### src/rtl/shh_pkg.sv
// shared types, constants and the microcode table of the seahash block
// no dependencies; imported by every rtl module of the block
package shh_pkg;

  localparam int unsigned WordW   = 64;
  localparam int unsigned HalfW   = 32;
  localparam int unsigned CountW  = 4;
  localparam int unsigned NumLane = 4;
  localparam int unsigned LaneIdxW = 2;
  localparam int unsigned AddrW   = 5;

  localparam logic [WordW-1:0] MixMult = 64'h07ed0e9fa0d94a33;

  localparam logic [NumLane-1:0][WordW-1:0] SeedReset = {
    64'h14f994a4c5259381, 64'h6fe2e5aaf078ebc9,
    64'hb480a793d8e6c86c, 64'h16f11fe89b0d677c
  };

  typedef logic [2:0] seg_t;
  typedef logic [2:0] step_t;

  // program segments: absorb one word, then four cross mixes and the digest
  localparam seg_t SegAbsorb = 3'd0;
  localparam seg_t SegMix0   = 3'd1;
  localparam seg_t SegMix2   = 3'd2;
  localparam seg_t SegMix1   = 3'd3;
  localparam seg_t SegMix3   = 3'd4;
  localparam seg_t SegDigest = 3'd5;
  localparam step_t LastStep = 3'd5;

  typedef enum logic [2:0] {
    SRC_X, SRC_WORD, SRC_L0, SRC_L1, SRC_L2, SRC_L3, SRC_FIN
  } src_e;

  typedef enum logic [1:0] {
    MO_LL, MO_HL, MO_LH
  } mop_e;

  typedef enum logic [2:0] {
    WR_NONE, WR_LANE, WR_X0, WR_X1, WR_X2, WR_X3, WR_OUT
  } wr_e;

  typedef enum logic [1:0] {
    BR_NEXT, BR_LAST, BR_DONE
  } br_e;

  typedef struct packed {
    src_e src;
    mop_e mop;
    wr_e  wr;
    br_e  br;
  } cw_t;

  typedef struct packed {
    logic run;
    src_e src;
    mop_e mop;
    wr_e  wr;
  } ctrl_t;

  typedef struct packed {
    logic out_full;
  } stat_t;

  function automatic cw_t ucode(seg_t seg, step_t step);
    cw_t  cw;
    src_e seg_src;
    wr_e  seg_wr;
    br_e  seg_br;
    unique case (seg)
      SegAbsorb: begin seg_src = SRC_WORD; seg_wr = WR_LANE; seg_br = BR_LAST; end
      SegMix0:   begin seg_src = SRC_L1;   seg_wr = WR_X0;   seg_br = BR_NEXT; end
      SegMix2:   begin seg_src = SRC_L3;   seg_wr = WR_X2;   seg_br = BR_NEXT; end
      SegMix1:   begin seg_src = SRC_L0;   seg_wr = WR_X1;   seg_br = BR_NEXT; end
      SegMix3:   begin seg_src = SRC_L2;   seg_wr = WR_X3;   seg_br = BR_NEXT; end
      SegDigest: begin seg_src = SRC_FIN;  seg_wr = WR_OUT;  seg_br = BR_DONE; end
      default:   begin seg_src = SRC_X;    seg_wr = WR_NONE; seg_br = BR_DONE; end
    endcase
    cw.src = SRC_X;
    cw.wr  = WR_NONE;
    cw.br  = seg_br;
    // each diffusion: xorshift+low mult, two cross terms, twice over
    unique case (step)
      3'd0:    begin cw.mop = MO_LL; cw.src = seg_src; end
      3'd1:    cw.mop = MO_HL;
      3'd2:    cw.mop = MO_LH;
      3'd3:    cw.mop = MO_LL;
      3'd4:    cw.mop = MO_HL;
      3'd5:    begin cw.mop = MO_LH; cw.wr = seg_wr; end
      default: cw.mop = MO_LL;
    endcase
    return cw;
  endfunction

endpackage

### src/rtl/shh_cfg_regs.sv
// apb-style seed registers of the seahash block
// depends on shh_pkg
module shh_cfg_regs (
  input  logic                                             clk_i,
  input  logic                                             rst_ni,
  input  logic                                             psel,
  input  logic                                             penable,
  input  logic                                             pwrite,
  input  logic [shh_pkg::AddrW-1:0]                        paddr,
  input  logic [shh_pkg::WordW-1:0]                        pwdata,
  output logic [shh_pkg::WordW-1:0]                        prdata,
  output logic                                             pready,
  output logic [shh_pkg::NumLane-1:0][shh_pkg::WordW-1:0]  seeds_o
);
  import shh_pkg::*;

  logic [NumLane-1:0][WordW-1:0] seed_q, seed_d;
  logic [LaneIdxW-1:0]           reg_idx;

  // registers sit on 8-byte boundaries
  assign reg_idx = paddr[AddrW-1:3];
  assign pready  = 1'b1;
  assign prdata  = seed_q[reg_idx];
  assign seeds_o = seed_q;

  always_comb begin
    seed_d = seed_q;
    if (psel && penable && pwrite) begin
      seed_d[reg_idx] = pwdata;
    end
  end

  always_ff @(posedge clk_i or negedge rst_ni) begin
    if (!rst_ni) begin
      seed_q <= SeedReset;
    end else begin
      seed_q <= seed_d;
    end
  end

endmodule

### src/rtl/shh_seq.sv
// microcode sequencer: segment and step counters, program table lookup, branches
// depends on shh_pkg
module shh_seq (
  input  logic                        clk_i,
  input  logic                        rst_ni,
  input  logic                        in_valid_i,
  output logic                        in_ready_o,
  input  logic [shh_pkg::CountW-1:0]  byte_count_i,
  input  logic                        last_i,
  input  shh_pkg::stat_t              stat_i,
  output shh_pkg::ctrl_t              ctrl_o
);
  import shh_pkg::*;

  logic  busy_q, busy_d;
  logic  last_q, last_d;
  seg_t  seg_q, seg_d;
  step_t step_q, step_d;
  cw_t   cw;
  logic  stall, run, accept;

  assign cw     = ucode(seg_q, step_q);
  assign stall  = (cw.wr == WR_OUT) && stat_i.out_full;
  assign run    = busy_q && !stall;
  assign accept = in_valid_i && !busy_q;

  assign in_ready_o = !busy_q;
  assign ctrl_o     = '{run: run, src: cw.src, mop: cw.mop, wr: cw.wr};

  always_comb begin
    busy_d = busy_q;
    last_d = last_q;
    seg_d  = seg_q;
    step_d = step_q;
    if (accept) begin
      last_d = last_i;
      step_d = '0;
      // an empty request goes straight to the finish, or does nothing
      if (byte_count_i != '0) begin
        busy_d = 1'b1;
        seg_d  = SegAbsorb;
      end else if (last_i) begin
        busy_d = 1'b1;
        seg_d  = SegMix0;
      end
    end else if (run) begin
      if (step_q == LastStep) begin
        step_d = '0;
        unique case (cw.br)
          BR_NEXT: seg_d = seg_q + 3'd1;
          BR_LAST: begin
            if (last_q) begin
              seg_d = SegMix0;
            end else begin
              busy_d = 1'b0;
            end
          end
          BR_DONE: busy_d = 1'b0;
          default: busy_d = 1'b0;
        endcase
      end else begin
        step_d = step_q + 3'd1;
      end
    end
  end

  always_ff @(posedge clk_i or negedge rst_ni) begin
    if (!rst_ni) begin
      busy_q <= 1'b0;
      last_q <= 1'b0;
      seg_q  <= SegAbsorb;
      step_q <= '0;
    end else begin
      busy_q <= busy_d;
      last_q <= last_d;
      seg_q  <= seg_d;
      step_q <= step_d;
    end
  end

endmodule

### src/rtl/shh_datapath.sv
// lanes, word capture, shared 32x32 multiplier and digest register
// depends on shh_pkg; driven by shh_seq
module shh_datapath (
  input  logic                                             clk_i,
  input  logic                                             rst_ni,
  input  logic                                             accept_i,
  input  logic [shh_pkg::WordW-1:0]                        data_bytes_i,
  input  logic [shh_pkg::CountW-1:0]                       byte_count_i,
  input  logic [shh_pkg::NumLane-1:0][shh_pkg::WordW-1:0]  seeds_i,
  input  shh_pkg::ctrl_t                                   ctrl_i,
  output shh_pkg::stat_t                                   stat_o,
  output logic                                             out_valid_o,
  input  logic                                             out_ready_i,
  output logic [shh_pkg::WordW-1:0]                        digest_o
);
  import shh_pkg::*;

  logic [NumLane-1:0][WordW-1:0] lanes_q, lanes_d;
  logic [LaneIdxW-1:0]           ptr_q, ptr_d;
  logic [WordW-1:0]              cnt_q, cnt_d;
  logic [WordW-1:0]              word_q, word_d;
  logic [WordW-1:0]              x_q, x_d;
  logic [WordW-1:0]              acc_q, acc_d;
  logic [WordW-1:0]              digest_q, digest_d;
  logic                          out_valid_q, out_valid_d;

  logic [WordW-1:0]  tail_w, src_v, mul_in, sum;
  logic [HalfW-1:0]  op_a, op_b;
  logic [WordW-1:0]  prod;
  logic [2:0]        tail_n;

  // tail bytes pack first byte most significant
  assign tail_n = byte_count_i[2:0];
  always_comb begin
    tail_w = '0;
    for (int k = 0; k < 8; k++) begin
      for (int j = 0; j < 8; j++) begin
        if ((k < int'(tail_n)) && (j + k + 1 == int'(tail_n))) begin
          tail_w[8*j +: 8] = data_bytes_i[8*k +: 8];
        end
      end
    end
  end
  assign word_d = accept_i ? (byte_count_i[3] ? data_bytes_i : tail_w) : word_q;

  always_comb begin
    unique case (ctrl_i.src)
      SRC_X:    src_v = x_q;
      SRC_WORD: src_v = lanes_q[ptr_q] ^ word_q;
      SRC_L0:   src_v = lanes_q[0];
      SRC_L1:   src_v = lanes_q[1];
      SRC_L2:   src_v = lanes_q[2];
      SRC_L3:   src_v = lanes_q[3];
      SRC_FIN:  src_v = lanes_q[1] ^ lanes_q[3] ^ cnt_q;
      default:  src_v = x_q;
    endcase
  end

  // fresh operands get the leading xorshift of the diffusion
  assign mul_in = (ctrl_i.src == SRC_X) ? src_v : (src_v ^ (src_v >> HalfW));

  always_comb begin
    unique case (ctrl_i.mop)
      MO_LL:   begin op_a = mul_in[HalfW-1:0];     op_b = MixMult[HalfW-1:0];     end
      MO_HL:   begin op_a = x_q[WordW-1:HalfW];    op_b = MixMult[HalfW-1:0];     end
      MO_LH:   begin op_a = x_q[HalfW-1:0];        op_b = MixMult[WordW-1:HalfW]; end
      default: begin op_a = x_q[HalfW-1:0];        op_b = MixMult[HalfW-1:0];     end
    endcase
  end

  assign prod = WordW'(op_a) * WordW'(op_b);
  assign sum  = acc_q + {prod[HalfW-1:0], {HalfW{1'b0}}};

  always_comb begin
    x_d   = x_q;
    acc_d = acc_q;
    if (ctrl_i.run) begin
      unique case (ctrl_i.mop)
        MO_LL:   begin x_d = mul_in; acc_d = prod; end
        MO_HL:   acc_d = sum;
        MO_LH:   x_d = sum ^ (sum >> HalfW);
        default: acc_d = acc_q;
      endcase
    end
  end

  always_comb begin
    lanes_d     = lanes_q;
    ptr_d       = ptr_q;
    cnt_d       = cnt_q;
    digest_d    = digest_q;
    out_valid_d = out_valid_q && !out_ready_i;
    if (ctrl_i.run) begin
      unique case (ctrl_i.wr)
        WR_NONE: ;
        WR_LANE: begin
          lanes_d[ptr_q] = x_d;
          ptr_d          = ptr_q + 2'd1;
          cnt_d          = cnt_q + 64'd1;
        end
        WR_X0: lanes_d[0] = lanes_q[0] ^ x_d;
        WR_X1: lanes_d[1] = lanes_q[1] ^ x_d;
        WR_X2: lanes_d[2] = lanes_q[2] ^ x_d;
        WR_X3: lanes_d[3] = lanes_q[3] ^ x_d;
        WR_OUT: begin
          digest_d    = x_d;
          out_valid_d = 1'b1;
          lanes_d     = seeds_i;
          ptr_d       = '0;
          cnt_d       = '0;
        end
        default: ;
      endcase
    end
  end

  assign stat_o      = '{out_full: out_valid_q && !out_ready_i};
  assign out_valid_o = out_valid_q;
  assign digest_o    = digest_q;

  always_ff @(posedge clk_i or negedge rst_ni) begin
    if (!rst_ni) begin
      lanes_q     <= SeedReset;
      ptr_q       <= '0;
      cnt_q       <= '0;
      out_valid_q <= 1'b0;
    end else begin
      lanes_q     <= lanes_d;
      ptr_q       <= ptr_d;
      cnt_q       <= cnt_d;
      out_valid_q <= out_valid_d;
    end
  end

  always_ff @(posedge clk_i) begin
    word_q   <= word_d;
    x_q      <= x_d;
    acc_q    <= acc_d;
    digest_q <= digest_d;
  end

endmodule

### src/rtl/seahash_streaming_hash_top.sv
// seahash streaming hash: one 32x32 multiplier, three products per 64-bit multiply and two
// multiplies per diffusion; a new request is taken only once the one before it is done
// a last request adds five finishing diffusions (an empty one skips the absorb) before the
// digest is valid; the digest write waits while an earlier digest is still unread, and an
// empty non-last request leaves the block ready; reset clears control, loads default seeds,
// no clearing
module seahash_streaming_hash_top (
  input  logic                        clk_i,
  input  logic                        rst_ni,
  input  logic                        in_valid_i,
  output logic                        in_ready_o,
  input  logic [shh_pkg::WordW-1:0]   data_bytes_i,
  input  logic [shh_pkg::CountW-1:0]  byte_count_i,
  input  logic                        last_i,
  output logic                        out_valid_o,
  input  logic                        out_ready_i,
  output logic [shh_pkg::WordW-1:0]   digest_o,
  input  logic                        psel,
  input  logic                        penable,
  input  logic                        pwrite,
  input  logic [shh_pkg::AddrW-1:0]   paddr,
  input  logic [shh_pkg::WordW-1:0]   pwdata,
  output logic [shh_pkg::WordW-1:0]   prdata,
  output logic                        pready
);
  import shh_pkg::*;

  logic [NumLane-1:0][WordW-1:0] seeds;
  ctrl_t                         ctrl;
  stat_t                         stat;

  shh_cfg_regs u_cfg (
    .clk_i   (clk_i),
    .rst_ni  (rst_ni),
    .psel    (psel),
    .penable (penable),
    .pwrite  (pwrite),
    .paddr   (paddr),
    .pwdata  (pwdata),
    .prdata  (prdata),
    .pready  (pready),
    .seeds_o (seeds)
  );

  shh_seq u_seq (
    .clk_i        (clk_i),
    .rst_ni       (rst_ni),
    .in_valid_i   (in_valid_i),
    .in_ready_o   (in_ready_o),
    .byte_count_i (byte_count_i),
    .last_i       (last_i),
    .stat_i       (stat),
    .ctrl_o       (ctrl)
  );

  shh_datapath u_dp (
    .clk_i        (clk_i),
    .rst_ni       (rst_ni),
    .accept_i     (in_valid_i && in_ready_o),
    .data_bytes_i (data_bytes_i),
    .byte_count_i (byte_count_i),
    .seeds_i      (seeds),
    .ctrl_i       (ctrl),
    .stat_o       (stat),
    .out_valid_o  (out_valid_o),
    .out_ready_i  (out_ready_i),
    .digest_o     (digest_o)
  );

endmodule

### config.mk
export PLATFORM = sky130hd
export DESIGN_NAME = seahash_streaming_hash_top
export DESIGN_NICKNAME = d
export VERILOG_FILES = /design/src/rtl/shh_pkg.sv /design/src/rtl/shh_cfg_regs.sv /design/src/rtl/shh_seq.sv /design/src/rtl/shh_datapath.sv /design/src/rtl/seahash_streaming_hash_top.sv
export SDC_FILE = /design/constraint.sdc
export NUM_CORES = 2
export LEC_CHECK = 0
export BUFFER_PORTS_ARGS = -buffer_cell sky130_fd_sc_hd__buf_2
export CORE_MARGIN = 2
export CORE_UTILIZATION = 50
export DETAILED_ROUTE_END_ITERATION = 7
export PLACE_DENSITY = 0.69
export SKIP_LAST_GASP = 1
export SYNTH_ARGS = -nofsm -noshare
export SYNTH_HDL_FRONTEND = slang
export SYNTH_SLANG_ARGS = --single-unit
### constraint.sdc
create_clock -name clk_i -period 10.37 [get_ports clk_i]
set_input_delay 1.5555 -clock clk_i [delete_from_list [all_inputs] [get_ports clk_i]]
set_output_delay 1.5555 -clock clk_i [all_outputs]
set_load 0.02 [all_outputs]
==> qor.yml <==
io_buffers: 271
track_usage_pct: 44.3
ys_seq_area_share_pct: 29.9
detailed_place_hpwl_um: 259000
tns_ns: -98.55
period_share_pct: 109
slowest_delay_ns: 0.59
drc: 7
yosysMostFrequentCell: "inv_1"
crit_fanout: 8
core-area_um2: 146000
first_pass_iters: 8
startpoint_type: "flip-flop"
worst_pin_slew_ns: 1.50
cts_made_buffers: 87
design.portCount: 276
arrival_ns: 11.80
grt_pass1_wl_um: 483000
wl_per_cell_um: 31.4
timing.rr.start: "u_seq.seg_q[1]"
worstPathRequired_ns: 10.91
hold_start: "u_cfg.seeds_o[222]"
ys_ff_latch: 843
cts_tree: "done"
routabilityCongestion: 1.10
maxSlewViolCount: 10
ys.flop_type: "dfrtp_1"
die_area_um2: 151000
htree_num_levels: 3
avgSynthCellArea_um2: 9.95
first_iter_violations: 9014
reg2reg_to: "u_dp.lanes_q[154]"
worst_setup_path_end_kind: "flip-flop"
vias: 70000
grt_pass1_vias: 69000
maxCapViolCount: 1
syn_inst: 7415
reg2regPathDepth: 45
syn_to_final_growth_pct: 28.6
clock_skew_ns: 0.0450
min_period_ns: 11.26
grt_max_degree: 165
num_rows: 140
hold_violations: 0
synth_top_area_share_pct: 16.4
failed_checks: "design-rule violations, max-capacitance violations, max-slew violations, negative setup slack"
netlist_area_um2: 73800
cts_hold_buf: 0
insertion_delay_ns: 0.73
overflow: 0
synthTopCellsByArea: "fa_1 (16%), dfrtp_1 (11%), dfstp_2 (9.2%)"
dieWidth_um: 388
synth_warnings: 0
rsz0062_at_grt: "true"
start_util_pct: 50.5
fmax_ghz: 0.0888
worst_slack_ns: -0.890
hold_depth: 2
cts_root_buf: "clkbuf_16"
yosys.area.top_type: "fa_1"
die_h_um: 388
cp_slowest_cell: "fa_1"
async_flop_share_pct: 69.6
critPathKind: "reg -> reg"
synth_cell_types: 95
clk_pin_slew_ns: 0.06
grt_antenna_before_repair: 29
clockBufferDepth: 3
synth-edff-count: 192
cts_sinks: 843
min_to: "u_dp.lanes_q[222]"
status: "finished, violations left"
drive_above_1_share_pct: 34.9
final-setup-viol-count: 214
wirelength_um: 342000
nNetsFinal: 10100
rrSetupSlack_ns: -0.89
cp_common_cell: "fa_1"
hp-class: "reg -> reg"
ant_nets: 0
synth_common_cells: "inv_1 (942), o21ai_0 (729), fa_1 (603)"
vias_per_cell: 6.44
relSlewSlack_pct: -0.334
-- logic make-up (layout without fill, tap and decap cells) --
family	Yosys count	in the layout	synth area share [%]
DFF	843	843	29.9
adders and majority gates	1077	1077	24.4
buffers and inverters	1368	2848	7.01
and+or+nand+nor	1343	1343	8.40
muxes	417	417	8.29
AOI/OAI and AO/OA	2002	2002	17.5
other	2	57	0.0102
xor gates and xnor gates	363	363	4.52
-- cell type report --
type / count / area [um^2]
Timing Repair Buffer: 1740 / 13500
Antenna cell: 23 / 57.6
Tap cell: 1917 / 2400
Inverter: 944 / 3560
Clock inverter: 52 / 717
Multi-Input combinational cell: 5236 / 50200
Fill cell: 11800 / 51200
Sequential cell: 843 / 22100
Clock buffer: 112 / 2420
-- state kept, by name (all words and copies together) (netlist names), 2 cells and up --
register,flops
u_cfg.seeds_o,256
u_dp.lanes_q,256
u_dp.acc_q,64
u_dp.cnt_q,64
u_dp.digest_o,64
u_dp.word_q,64
u_dp.x_q,64
u_seq.seg_q,3
u_seq.step_q,3
u_dp.ptr_q,2
-- repair_timing --
action / 4_1_cts / 5_1_grt
gates resized for setup: 126 / 584
setup endpoints to repair: 240 / 291
buffers inserted: 37 / 100
pin swaps: 68 / 277
gates cloned: 1 / 3
-- worst max-delay path, delay by kind of cell, from the launching register on --
| kind | cells | cell delay (ns) |
|---|---|---|
| fa+ha+maj | 11 | 4.92 |
| simple gates | 7 | 1.64 |
| buf+inv | 9 | 1.17 |
| xor+xnor | 3 | 0.49 |
| flops | 1 | 0.44 |
| compound gates | 15 | 2.35 |
-- how the worst max path moves through the flow --
stage	startpoint	end	slack (ns)
finish	u_seq.seg_q[1]	u_dp.lanes_q[154]	-0.89
global route	u_seq.seg_q[1]	u_dp.lanes_q[154]	-1.10
CTS	u_seq.seg_q[0]	u_dp.lanes_q[25]	-0.82
detailed placement	u_seq.step_q[2]	u_dp.lanes_q[154]	-1.27
global placement	u_seq.seg_q[0]	u_dp.lanes_q[154]	-1.26
floorplan	u_seq.seg_q[1]	u_dp.lanes_q[154]	0.002
-- layer usage --
metal  part of all wire [%]  global-route usage, %
met1                     35                   53.3
met5                  0.042                      0
met3                     11                   12.3
met2                     44                   67.6
met4                    9.8                   34.1
-- cell usage in the layout, fill, tap and decap left out, types with 128 or more instances in the layout --
master / Yosys / routed
a22oi_1: 262 / 233
xor2_1: 155 / 141
buf_2: 23 / 268
xnor2_1: 197 / 169
buf_4: 2 / 1312
dfrtp_1: 329 / 325
dfstp_2: 258 / 258
o21ai_0: 729 / 657
nor2_1: 294 / 251
inv_1: 942 / 898
edfxtp_1: 192 / 192
ha_1: 473 / 426
mux2_2: 272 / 270
mux4_2: 128 / 128
a21oi_1: 272 / 220
nand2_1: 537 / 506
fa_1: 603 / 584
-- metrics by stage --
stage	worst slack (ns)	std cells	utilization (%)	hold WS (ns)	area, um^2
after global routing	-1.10	10800	64.9	0.502	94900
after global placement	-1.26	10500	59.8	0.460	87400
final	-0.890	10900	65.0	0.490	94900
after CTS	-0.824	10800	62.7	0.484	91600
after floorplan	0.00246	7447	-	0.438	74600
after detailed placement	-1.27	10500	59.8	0.472	87400
Power is not shown: default switching activity piles up to over one toggle a cycle in this logic, so the estimate is an artifact.
